--- src/sv/camseq_pkg.sv ---
`timescale 1ns / 1ps
package camseq_pkg;

    localparam logic [7:0] HDR_BYTE  = 8'hFC;
    localparam logic [7:0] TRL_BYTE  = 8'hFD;
    localparam logic [7:0] MAG_CAP   = 8'd150;
    localparam logic [3:0] SCORE_CAP = 4'd10;
    localparam logic [3:0] SCORE_TRIP = 4'd2;
    localparam logic [5:0] MAX_TRIES = 6'd40;
    localparam logic [1:0] SAFE_NEEDED = 2'd2;

    localparam int QUEUE_DEPTH = 2;

    localparam int CFG_IDX_W  = 3;
    localparam int CFG_DATA_W = 16;

    // register indexes
    localparam logic [CFG_IDX_W-1:0] REG_STARTUP_TICKS = 3'd0;
    localparam logic [CFG_IDX_W-1:0] REG_POLL_TICKS    = 3'd1;
    localparam logic [CFG_IDX_W-1:0] REG_BACKUP_TICKS  = 3'd2;
    localparam logic [CFG_IDX_W-1:0] REG_CHECK_TICKS   = 3'd3;
    localparam logic [CFG_IDX_W-1:0] REG_TURN_TICKS    = 3'd4;
    localparam logic [CFG_IDX_W-1:0] REG_FORWARD_SPEED = 3'd5;
    localparam logic [CFG_IDX_W-1:0] REG_REVERSE_SPEED = 3'd6;
    localparam logic [CFG_IDX_W-1:0] REG_SPIN_SPEED    = 3'd7;

    // register reset values
    localparam logic [15:0] RST_STARTUP_TICKS = 16'd200;
    localparam logic [15:0] RST_POLL_TICKS    = 16'd2;
    localparam logic [15:0] RST_BACKUP_TICKS  = 16'd100;
    localparam logic [15:0] RST_CHECK_TICKS   = 16'd5;
    localparam logic [15:0] RST_TURN_TICKS    = 16'd100;
    localparam logic [7:0]  RST_FORWARD_SPEED = 8'd30;
    localparam logic [7:0]  RST_REVERSE_SPEED = 8'd80;
    localparam logic [7:0]  RST_SPIN_SPEED    = 8'd80;

    // byte positions within a frame
    localparam logic [2:0] POS_LDIR    = 3'd1;
    localparam logic [2:0] POS_LMAG    = 3'd2;
    localparam logic [2:0] POS_RDIR    = 3'd3;
    localparam logic [2:0] POS_RMAG    = 3'd4;
    localparam logic [2:0] POS_TRAILER = 3'd5;

    typedef enum logic [1:0] {
        PH_INIT,
        PH_RUN,
        PH_CHECK
    } phase_t;

    // one motor command, magnitudes already capped
    typedef struct packed {
        logic       lrev;
        logic [7:0] lmag;
        logic       rrev;
        logic [7:0] rmag;
    } cmd_t;

    function automatic logic [7:0] cap_mag(input logic [7:0] s);
        return (s > MAG_CAP) ? MAG_CAP : s;
    endfunction

    function automatic cmd_t make_cmd(input logic [7:0] lspd, input logic lrev,
                                      input logic [7:0] rspd, input logic rrev);
        cmd_t c;
        c.lmag = cap_mag(lspd);
        c.rmag = cap_mag(rspd);
        c.lrev = lrev && (c.lmag != 8'd0);
        c.rrev = rrev && (c.rmag != 8'd0);
        return c;
    endfunction

endpackage

--- src/sv/camseq_front.sv ---
`timescale 1ns / 1ps
module camseq_front (
    input  logic                                aclk,
    input  logic                                aresetn,
    input  logic                                s_valid,
    output logic                                s_ready,
    input  logic                                s_left_danger,
    input  logic                                s_right_danger,
    input  logic                                cfg_we,
    input  logic [camseq_pkg::CFG_IDX_W-1:0]    cfg_index,
    input  logic [camseq_pkg::CFG_DATA_W-1:0]   cfg_wdata,
    input  logic                                q_full,
    output logic                                q_push,
    output camseq_pkg::cmd_t                    q_cmd
);

    logic [15:0] startup_ticks_reg, poll_ticks_reg, backup_ticks_reg;
    logic [15:0] check_ticks_reg, turn_ticks_reg;
    logic [7:0]  forward_speed_reg, reverse_speed_reg, spin_speed_reg;

    camseq_pkg::phase_t phase_reg, phase_next;
    logic [15:0] tick_timer_reg, tick_timer_next;
    logic [3:0]  edge_score_reg, edge_score_next;
    logic [1:0]  safe_run_reg, safe_run_next;
    logic [5:0]  recheck_count_reg, recheck_count_next;
    logic        latched_left_reg, latched_left_next;

    logic        accept;
    logic        danger;
    logic [3:0]  score_up;
    logic [3:0]  score_new;
    logic [1:0]  safe_inc;
    logic        do_turn;

    always_ff @(posedge aclk) begin
        if (!aresetn) begin
            startup_ticks_reg <= camseq_pkg::RST_STARTUP_TICKS;
            poll_ticks_reg    <= camseq_pkg::RST_POLL_TICKS;
            backup_ticks_reg  <= camseq_pkg::RST_BACKUP_TICKS;
            check_ticks_reg   <= camseq_pkg::RST_CHECK_TICKS;
            turn_ticks_reg    <= camseq_pkg::RST_TURN_TICKS;
            forward_speed_reg <= camseq_pkg::RST_FORWARD_SPEED;
            reverse_speed_reg <= camseq_pkg::RST_REVERSE_SPEED;
            spin_speed_reg    <= camseq_pkg::RST_SPIN_SPEED;
        end else if (cfg_we) begin
            case (cfg_index)
                camseq_pkg::REG_STARTUP_TICKS: startup_ticks_reg <= cfg_wdata;
                camseq_pkg::REG_POLL_TICKS:    poll_ticks_reg    <= cfg_wdata;
                camseq_pkg::REG_BACKUP_TICKS:  backup_ticks_reg  <= cfg_wdata;
                camseq_pkg::REG_CHECK_TICKS:   check_ticks_reg   <= cfg_wdata;
                camseq_pkg::REG_TURN_TICKS:    turn_ticks_reg    <= cfg_wdata;
                camseq_pkg::REG_FORWARD_SPEED: forward_speed_reg <= cfg_wdata[7:0];
                camseq_pkg::REG_REVERSE_SPEED: reverse_speed_reg <= cfg_wdata[7:0];
                camseq_pkg::REG_SPIN_SPEED:    spin_speed_reg    <= cfg_wdata[7:0];
                default: ;
            endcase
        end
    end

    always_ff @(posedge aclk) begin
        if (!aresetn) begin
            phase_reg         <= camseq_pkg::PH_INIT;
            tick_timer_reg    <= '0;
            edge_score_reg    <= '0;
            safe_run_reg      <= '0;
            recheck_count_reg <= '0;
            latched_left_reg  <= 1'b0;
        end else begin
            phase_reg         <= phase_next;
            tick_timer_reg    <= tick_timer_next;
            edge_score_reg    <= edge_score_next;
            safe_run_reg      <= safe_run_next;
            recheck_count_reg <= recheck_count_next;
            latched_left_reg  <= latched_left_next;
        end
    end

    assign s_ready  = !q_full;
    assign accept   = s_valid && s_ready;
    assign danger   = s_left_danger || s_right_danger;
    assign score_up = edge_score_reg + 4'd2;
    assign safe_inc = safe_run_reg + 2'd1;

    always_comb begin
        phase_next         = phase_reg;
        tick_timer_next    = tick_timer_reg;
        edge_score_next    = edge_score_reg;
        safe_run_next      = safe_run_reg;
        recheck_count_next = recheck_count_reg;
        latched_left_next  = latched_left_reg;
        q_push             = 1'b0;
        q_cmd              = '0;
        do_turn            = 1'b0;
        score_new          = edge_score_reg;

        if (accept) begin
            if (phase_reg == camseq_pkg::PH_INIT) begin
                // initial stop frame, then wait out start-up
                phase_next      = camseq_pkg::PH_RUN;
                tick_timer_next = startup_ticks_reg;
                q_push          = 1'b1;
                q_cmd           = camseq_pkg::make_cmd(8'd0, 1'b0, 8'd0, 1'b0);
            end else if (tick_timer_reg > 16'd1) begin
                tick_timer_next = tick_timer_reg - 16'd1;
            end else begin
                tick_timer_next = '0;
                if (phase_reg == camseq_pkg::PH_CHECK) begin
                    if (recheck_count_reg >= camseq_pkg::MAX_TRIES) begin
                        do_turn = 1'b1;
                    end else begin
                        recheck_count_next = recheck_count_reg + 6'd1;
                        if (!danger) begin
                            safe_run_next = safe_inc;
                            if (safe_inc >= camseq_pkg::SAFE_NEEDED) begin
                                do_turn = 1'b1;
                            end else begin
                                tick_timer_next = check_ticks_reg;
                            end
                        end else begin
                            safe_run_next   = '0;
                            tick_timer_next = check_ticks_reg;
                        end
                    end
                end else begin
                    // edge poll through the weighted filter
                    latched_left_next = s_left_danger;
                    if (danger) begin
                        score_new = (score_up > camseq_pkg::SCORE_CAP) ?
                                    camseq_pkg::SCORE_CAP : score_up;
                    end else if (edge_score_reg != 4'd0) begin
                        score_new = edge_score_reg - 4'd1;
                    end
                    phase_next = camseq_pkg::PH_RUN;
                    q_push     = 1'b1;
                    if (score_new >= camseq_pkg::SCORE_TRIP) begin
                        edge_score_next    = '0;
                        safe_run_next      = '0;
                        recheck_count_next = '0;
                        phase_next         = camseq_pkg::PH_CHECK;
                        tick_timer_next    = backup_ticks_reg;
                        q_cmd = camseq_pkg::make_cmd(reverse_speed_reg, 1'b1,
                                                     reverse_speed_reg, 1'b1);
                    end else begin
                        edge_score_next = score_new;
                        tick_timer_next = poll_ticks_reg;
                        q_cmd = camseq_pkg::make_cmd(forward_speed_reg, 1'b0,
                                                     forward_speed_reg, 1'b0);
                    end
                end
            end

            if (do_turn) begin
                // turn away from the side latched at the last poll
                phase_next      = camseq_pkg::PH_RUN;
                tick_timer_next = turn_ticks_reg;
                q_push          = 1'b1;
                q_cmd = camseq_pkg::make_cmd(spin_speed_reg, !latched_left_reg,
                                             spin_speed_reg, latched_left_reg);
            end
        end
    end

endmodule

--- src/sv/camseq_queue.sv ---
`timescale 1ns / 1ps
module camseq_queue #(
    parameter int DEPTH = camseq_pkg::QUEUE_DEPTH
) (
    input  logic             aclk,
    input  logic             aresetn,
    input  logic             push,
    input  camseq_pkg::cmd_t push_cmd,
    output logic             full,
    input  logic             pop,
    output logic             not_empty,
    output camseq_pkg::cmd_t head_cmd
);

    localparam int PTR_W = (DEPTH > 1) ? $clog2(DEPTH) : 1;
    localparam int CNT_W = $clog2(DEPTH + 1);

    camseq_pkg::cmd_t slot_reg [DEPTH];
    logic [PTR_W-1:0] wr_ptr_reg, wr_ptr_next;
    logic [PTR_W-1:0] rd_ptr_reg, rd_ptr_next;
    logic [CNT_W-1:0] count_reg, count_next;

    function automatic logic [PTR_W-1:0] wrap_inc(input logic [PTR_W-1:0] p);
        return (p == PTR_W'(DEPTH - 1)) ? '0 : p + PTR_W'(1);
    endfunction

    assign full      = (count_reg == CNT_W'(DEPTH));
    assign not_empty = (count_reg != '0);
    assign head_cmd  = slot_reg[rd_ptr_reg];

    always_comb begin
        wr_ptr_next = push ? wrap_inc(wr_ptr_reg) : wr_ptr_reg;
        rd_ptr_next = pop  ? wrap_inc(rd_ptr_reg) : rd_ptr_reg;
        count_next  = count_reg;
        if (push && !pop) begin
            count_next = count_reg + CNT_W'(1);
        end else if (pop && !push) begin
            count_next = count_reg - CNT_W'(1);
        end
    end

    always_ff @(posedge aclk) begin
        if (!aresetn) begin
            wr_ptr_reg <= '0;
            rd_ptr_reg <= '0;
            count_reg  <= '0;
        end else begin
            wr_ptr_reg <= wr_ptr_next;
            rd_ptr_reg <= rd_ptr_next;
            count_reg  <= count_next;
        end
    end

    always_ff @(posedge aclk) begin
        if (push) begin
            slot_reg[wr_ptr_reg] <= push_cmd;
        end
    end

endmodule

--- src/sv/camseq_back.sv ---
`timescale 1ns / 1ps
module camseq_back (
    input  logic             aclk,
    input  logic             aresetn,
    input  logic             q_valid,
    input  camseq_pkg::cmd_t q_cmd,
    output logic             q_pop,
    output logic             m_valid,
    input  logic             m_ready,
    output logic [7:0]       m_frame_byte,
    output logic             m_frame_last
);

    camseq_pkg::cmd_t cmd_reg, cmd_next;
    logic [2:0]       pos_reg, pos_next;
    logic [7:0]       byte_reg, byte_next;
    logic             last_reg, last_next;
    logic             valid_reg, valid_next;
    logic [7:0]       sel_byte;
    logic             load;

    always_comb begin
        case (pos_reg)
            camseq_pkg::POS_LDIR:    sel_byte = {7'd0, cmd_reg.lrev};
            camseq_pkg::POS_LMAG:    sel_byte = cmd_reg.lmag;
            camseq_pkg::POS_RDIR:    sel_byte = {7'd0, cmd_reg.rrev};
            camseq_pkg::POS_RMAG:    sel_byte = cmd_reg.rmag;
            camseq_pkg::POS_TRAILER: sel_byte = camseq_pkg::TRL_BYTE;
            default:                 sel_byte = camseq_pkg::HDR_BYTE;
        endcase
    end

    // take the next command once the current frame is gone or leaving
    assign load  = q_valid && (!valid_reg || (m_ready && last_reg));
    assign q_pop = load;

    always_comb begin
        cmd_next   = cmd_reg;
        pos_next   = pos_reg;
        byte_next  = byte_reg;
        last_next  = last_reg;
        valid_next = valid_reg;
        if (load) begin
            cmd_next   = q_cmd;
            byte_next  = camseq_pkg::HDR_BYTE;
            last_next  = 1'b0;
            pos_next   = camseq_pkg::POS_LDIR;
            valid_next = 1'b1;
        end else if (valid_reg && m_ready) begin
            if (last_reg) begin
                valid_next = 1'b0;
                last_next  = 1'b0;
            end else begin
                byte_next = sel_byte;
                last_next = (pos_reg == camseq_pkg::POS_TRAILER);
                pos_next  = pos_reg + 3'd1;
            end
        end
    end

    always_ff @(posedge aclk) begin
        if (!aresetn) begin
            valid_reg <= 1'b0;
            last_reg  <= 1'b0;
            pos_reg   <= '0;
        end else begin
            valid_reg <= valid_next;
            last_reg  <= last_next;
            pos_reg   <= pos_next;
        end
    end

    always_ff @(posedge aclk) begin
        cmd_reg  <= cmd_next;
        byte_reg <= byte_next;
    end

    assign m_valid      = valid_reg;
    assign m_frame_byte = byte_reg;
    assign m_frame_last = last_reg;

endmodule

--- src/sv/cliff_avoid_motor_sequencer_unit.sv ---
`timescale 1ns / 1ps
// Channel   Dir  Handshake          Payload
// s_ tick   in   s_valid/s_ready    s_left_danger, s_right_danger
// m_ frame  out  m_valid/m_ready    m_frame_byte[7:0], m_frame_last
// cfg       in   cfg_we             cfg_index[2:0], cfg_wdata[15:0]
//
// Each tick item is decided in the front in the cycle it is accepted; ready
// stays high as long as the command queue has room.
// A command leaves as a 6-byte frame, one byte per cycle while m_ready is high,
// so the output side (byte counter in the back) sets the rate for commanding
// ticks; a tick that only counts down sends no frame.
// Reset (synchronous, aresetn low) loads register defaults and the initial
// stop-pending phase; there is no clearing pass.
// An output stall holds the current byte; the queue keeps the front running
// until QUEUE_DEPTH commands are waiting.
module cliff_avoid_motor_sequencer_unit #(
    parameter int QUEUE_DEPTH = camseq_pkg::QUEUE_DEPTH
) (
    input  logic                              aclk,
    input  logic                              aresetn,
    input  logic                              s_valid,
    output logic                              s_ready,
    input  logic                              s_left_danger,
    input  logic                              s_right_danger,
    output logic                              m_valid,
    input  logic                              m_ready,
    output logic [7:0]                        m_frame_byte,
    output logic                              m_frame_last,
    input  logic                              cfg_we,
    input  logic [camseq_pkg::CFG_IDX_W-1:0]  cfg_index,
    input  logic [camseq_pkg::CFG_DATA_W-1:0] cfg_wdata
);

    // front to queue
    logic             q_full;
    logic             q_push;
    camseq_pkg::cmd_t q_push_cmd;

    // queue to back
    logic             q_not_empty;
    logic             q_pop;
    camseq_pkg::cmd_t q_head_cmd;

    // Classify each tick: initial stop, count down, poll the edge filter, re-check, or turn.
    camseq_front u_front (
        .aclk           (aclk),
        .aresetn        (aresetn),
        .s_valid        (s_valid),
        .s_ready        (s_ready),
        .s_left_danger  (s_left_danger),
        .s_right_danger (s_right_danger),
        .cfg_we         (cfg_we),
        .cfg_index      (cfg_index),
        .cfg_wdata      (cfg_wdata),
        .q_full         (q_full),
        .q_push         (q_push),
        .q_cmd          (q_push_cmd)
    );

    // Hold pending motor commands so a stalled frame does not stop the ticks.
    camseq_queue #(
        .DEPTH (QUEUE_DEPTH)
    ) u_queue (
        .aclk      (aclk),
        .aresetn   (aresetn),
        .push      (q_push),
        .push_cmd  (q_push_cmd),
        .full      (q_full),
        .pop       (q_pop),
        .not_empty (q_not_empty),
        .head_cmd  (q_head_cmd)
    );

    // Serialize each command into FC, dir, mag, dir, mag, FD.
    camseq_back u_back (
        .aclk         (aclk),
        .aresetn      (aresetn),
        .q_valid      (q_not_empty),
        .q_cmd        (q_head_cmd),
        .q_pop        (q_pop),
        .m_valid      (m_valid),
        .m_ready      (m_ready),
        .m_frame_byte (m_frame_byte),
        .m_frame_last (m_frame_last)
    );

endmodule

--- config.mk ---
export PLATFORM = sky130hd
export DESIGN_NAME = cliff_avoid_motor_sequencer_unit
export DESIGN_NICKNAME = d
export VERILOG_FILES = /design/src/sv/camseq_pkg.sv /design/src/sv/camseq_front.sv /design/src/sv/camseq_queue.sv /design/src/sv/camseq_back.sv /design/src/sv/cliff_avoid_motor_sequencer_unit.sv
export SDC_FILE = /design/constraint.sdc
export NUM_CORES = 1
export LEC_CHECK = 0
export BUFFER_PORTS_ARGS = -buffer_cell sky130_fd_sc_hd__buf_2
export CAP_MARGIN = 20
export CORE_MARGIN = 2
export CORE_UTILIZATION = 55
export CTS_CLUSTER_DIAMETER = 150
export CTS_CLUSTER_SIZE = 10
export DETAILED_ROUTE_END_ITERATION = 10
export GPL_ROUTABILITY_DRIVEN = 0
export PLACE_DENSITY = 0.71
export SETUP_SLACK_MARGIN = 0.3
export SYNTH_ARGS = -nofsm -noshare
export SYNTH_HDL_FRONTEND = slang
export SYNTH_SLANG_ARGS = --single-unit
--- constraint.sdc ---
create_clock -name aclk -period 3.81 [get_ports aclk]
set_input_delay 0.381 -clock aclk [delete_from_list [all_inputs] [get_ports aclk]]
set_output_delay 0.381 -clock aclk [all_outputs]
set_load 0.005 [all_outputs]
==> impl_metrics.ini <==
[sta]
hold_viol_final = 0
final-setup-viol-count = 0
layout_worst_path_cycle_share_pct = 82.13
maxSlewHeadroom_pct = 21.63
fmax_mhz = 319.6
setup-tns-final_ns = 0
fin_ws_ns = 0.6807
rsz0062_at_grt = no
tightest_slew_ns = 1.171
slew_violations = 0
finalClockSkew_ns = 0.007932
period_needed_ns = 3.129

[synth]
ys_seq_elements = 182
yosysWarningCount = 0
synth.most_common_cell = nand2_1
synth_cells = 1006
syn_nets = 1046
synth_edf_count = 30
syn_area_sq_um = 8701
yosysTopAreaCell = dfxtp_1
yosysSeqAreaShare_pct = 45.33
synthDistinctLibCells = 75
synth.top_cell.area_share_pct = 34.97
async_flop_share_pct = 0
synthTopCellsByCount = nand2_1 (245), dfxtp_1 (152), a21boi_0 (82), clkbuf_1 (57), a21oi_1 (44)
synth_area_leaders = dfxtp_1 (35%), nand2_1 (11%), edfxtp_1 (10%), a21boi_0 (7.1%), a21oi_1 (2.5%)
syn_area_per_cell_sq_um = 8.649
synthFlopType = dfxtp_1

[grt]
grt_usage_pct = 27.69
grt-ovfl-total = 0
grt_pass1_wl_microns = 36260
use_met2_pct = 41.64
antenna_found_initial = 0
grt_pass1_vias = 6847
grt_use_met1_pct = 39.72
grt_busiest_layer = met2
grt_start_max_net_pins = 67
grt_use_met3_pct = 6.396

[routing]
dr.pass1.iters = 7
ant_nets = 0
drc = 0
drt_iter0_markers = 743
vias = 7506
routed_wl_microns = 22690
viasPerCell = 6.088
wl_per_cell_microns = 18.40

[final_layout]
num-fill-cells = 1342
largest_reg_flops = 20
stdcell_count = 1233
drive_above_1_share_pct = 11.15
regArea_sq_um = 3944
diodes = 0
multi_input_area_sq_um = 4422
fin_nets = 1049
syn2layout_area_growth_pct = 10.61

[critical_path]
cp_slowest_cell = nor2_1
end_kind = flip-flop
crit_type = flip-flop to flip-flop
r2r_cells = 9
worst-path-max-fanout = 12
crit_arrival_ns = 3.35
cp_cell_sequence = inv_1 > ha_1 > a21boi_0 > nand4b_1 > a32oi_1 > buf_4 > nor2_1 > nand3_1 > a221oi_1
critPathLaunchType = flip-flop
required_ns = 4.03
r2r-end = u_queue.slot_reg[1][17]
crit_family = simple AND/OR/NAND/NOR gates
path_buf_inv = 2
reg2reg_from = u_front.edge_score_reg[1]
slowest_delay_ns = 0.88
rrSetupSlack_ns = 0.68

[clocking]
cts_sinks = 182
cts_tree = built
cts_setup_buffers = 0
ctsRootBufferMaster = clkbuf_16
post_cts_resized = 0
hold_buffers = 0
path_clk_slew_ns = 0.07
cts_max_level = 4
clk_path_buf_depth = 2
numCtsBuffers = 17
clkLatencyLatePin_ns = 0.43

[status]
outcome = complete, no violations

[min_path]
min_from = cfg_wdata[11]
hp-class = input pin to flip-flop
holdPathEnd = u_front.startup_ticks_reg[11]
hold_depth = 3

[place]
place_inst = 1201
port_buffers = 36
detailedPlace.worstSlack_ns = 0.8204
dp_hpwl_microns = 14580

[die]
rows = 45
dieArea_sq_um = 16840
die_y_microns = 129.8
fp.dieW_microns = 129.8
core_area_sq_um = 15310
start_util_pct = 56.81
pin_count = 37

[job]
maxCapViolCount = 0

[power_and_ir_drop]
powerDensity_nw_per_um2 = 541.4
ir_worst_vdd_mv = 0.3668
p_leak_nw = 3.420
==> cell usage in the layout (no fill, tap or decap), types with 6 or more instances in the layout <==
| cell type | count |
|---|---|
| nand2_1 | 245 |
| dfxtp_1 | 152 |
| a21boi_0 | 82 |
| a21oi_1 | 44 |
| nand3_1 | 37 |
| buf_2 | 35 |
| edfxtp_1 | 30 |
| nor2_1 | 28 |
| o21ai_0 | 20 |
| inv_1 | 18 |
| a221o_1 | 18 |
| clkbuf_16 | 18 |
| buf_4 | 18 |
| xnor2_1 | 15 |
| ha_1 | 14 |
| nand4_1 | 13 |
| a31oi_1 | 12 |
| nor3_1 | 12 |
| mux2_2 | 11 |
| nor2b_1 | 11 |
| o21ai_1 | 10 |
| o211ai_1 | 10 |
| o221ai_1 | 10 |
| a21boi_1 | 10 |
| and2_1 | 8 |
| nor4_1 | 8 |
| a211oi_1 | 8 |
| o21ba_1 | 8 |
| nand2b_1 | 7 |
| or3_1 | 7 |
| or4_1 | 6 |
| and3_1 | 6 |
| o31ai_1 | 6 |
| a221oi_1 | 6 |
==> tightest hold or removal path: stages <==
cell,delay (ns)
buf_2,0.13
nand2_1,0.06
a21boi_1,0.05
==> routing by layer <==
layer  part of all wire [%]  wire (microns)
met5                      0               0
met4                    2.1             474
met3                    6.8            1549
met2                     44            9988
met1                     47           10680
==> power breakdown <==
group          switching, mW  internal, mW  total [mW]
clock network          0.768          1.06        1.83
logic                  0.621         0.435        1.06
registers              0.147          2.18        2.32
==> cell families (layout without fill, tap and decap cells) <==
kind of cell               Yosys count  in the layout  synth area share (%)
xor gates and xnor gates            19             19                 1.913
buffers and inverters               88            104                 4.026
AOI/OAI and AO/OA                  282            282                 23.74
and+or+nand+nor                    409            409                 21.44
DFF                                182            182                 45.33
adders and majority gates           14             14                 2.013
muxes                               12             12                 1.539
==> how the worst max path moves through the flow <==
stage,slack [ns],from,cells after the start,to
after floorplan,1.45,u_front.tick_timer_reg[4],9,u_queue.count_reg[1]
after global placement,0.90,s_left_danger,8,u_queue.slot_reg[0][17]
after global routing,0.47,u_front.edge_score_reg[1],9,u_queue.slot_reg[1][8]
final,0.68,u_front.edge_score_reg[1],9,u_queue.slot_reg[1][17]
after detailed placement,0.82,u_front.edge_score_reg[1],9,u_queue.slot_reg[0][17]
after CTS,0.78,u_front.edge_score_reg[1],9,u_queue.slot_reg[1][17]
==> stage by stage <==
step / utilization (%) / hold WS [ns] / instance area [sq um] / power [mW]
after floorplan: - / 0.4351 / 8701 / 3.115
after global placement: 58.84 / 0.4436 / 9011 / 3.380
after detailed placement: 58.84 / 0.4498 / 9011 / 3.401
after CTS: 62.84 / 0.2269 / 9624 / 5.214
after global routing: 62.84 / 0.2422 / 9624 / 5.432
final: 62.84 / 0.2320 / 9624 / 5.210
==> layout make-up <==
class                           count  area share [%]
Clock buffer                       23           5.187
Clock inverter                      9           1.183
Inverter                           19          0.7410
Multi-Input combinational cell    736           45.94
Sequential cell                   182           40.98
Tap cell                          211           2.743
Timing Repair Buffer               53           3.224
(Power assumes the default switching activity.)
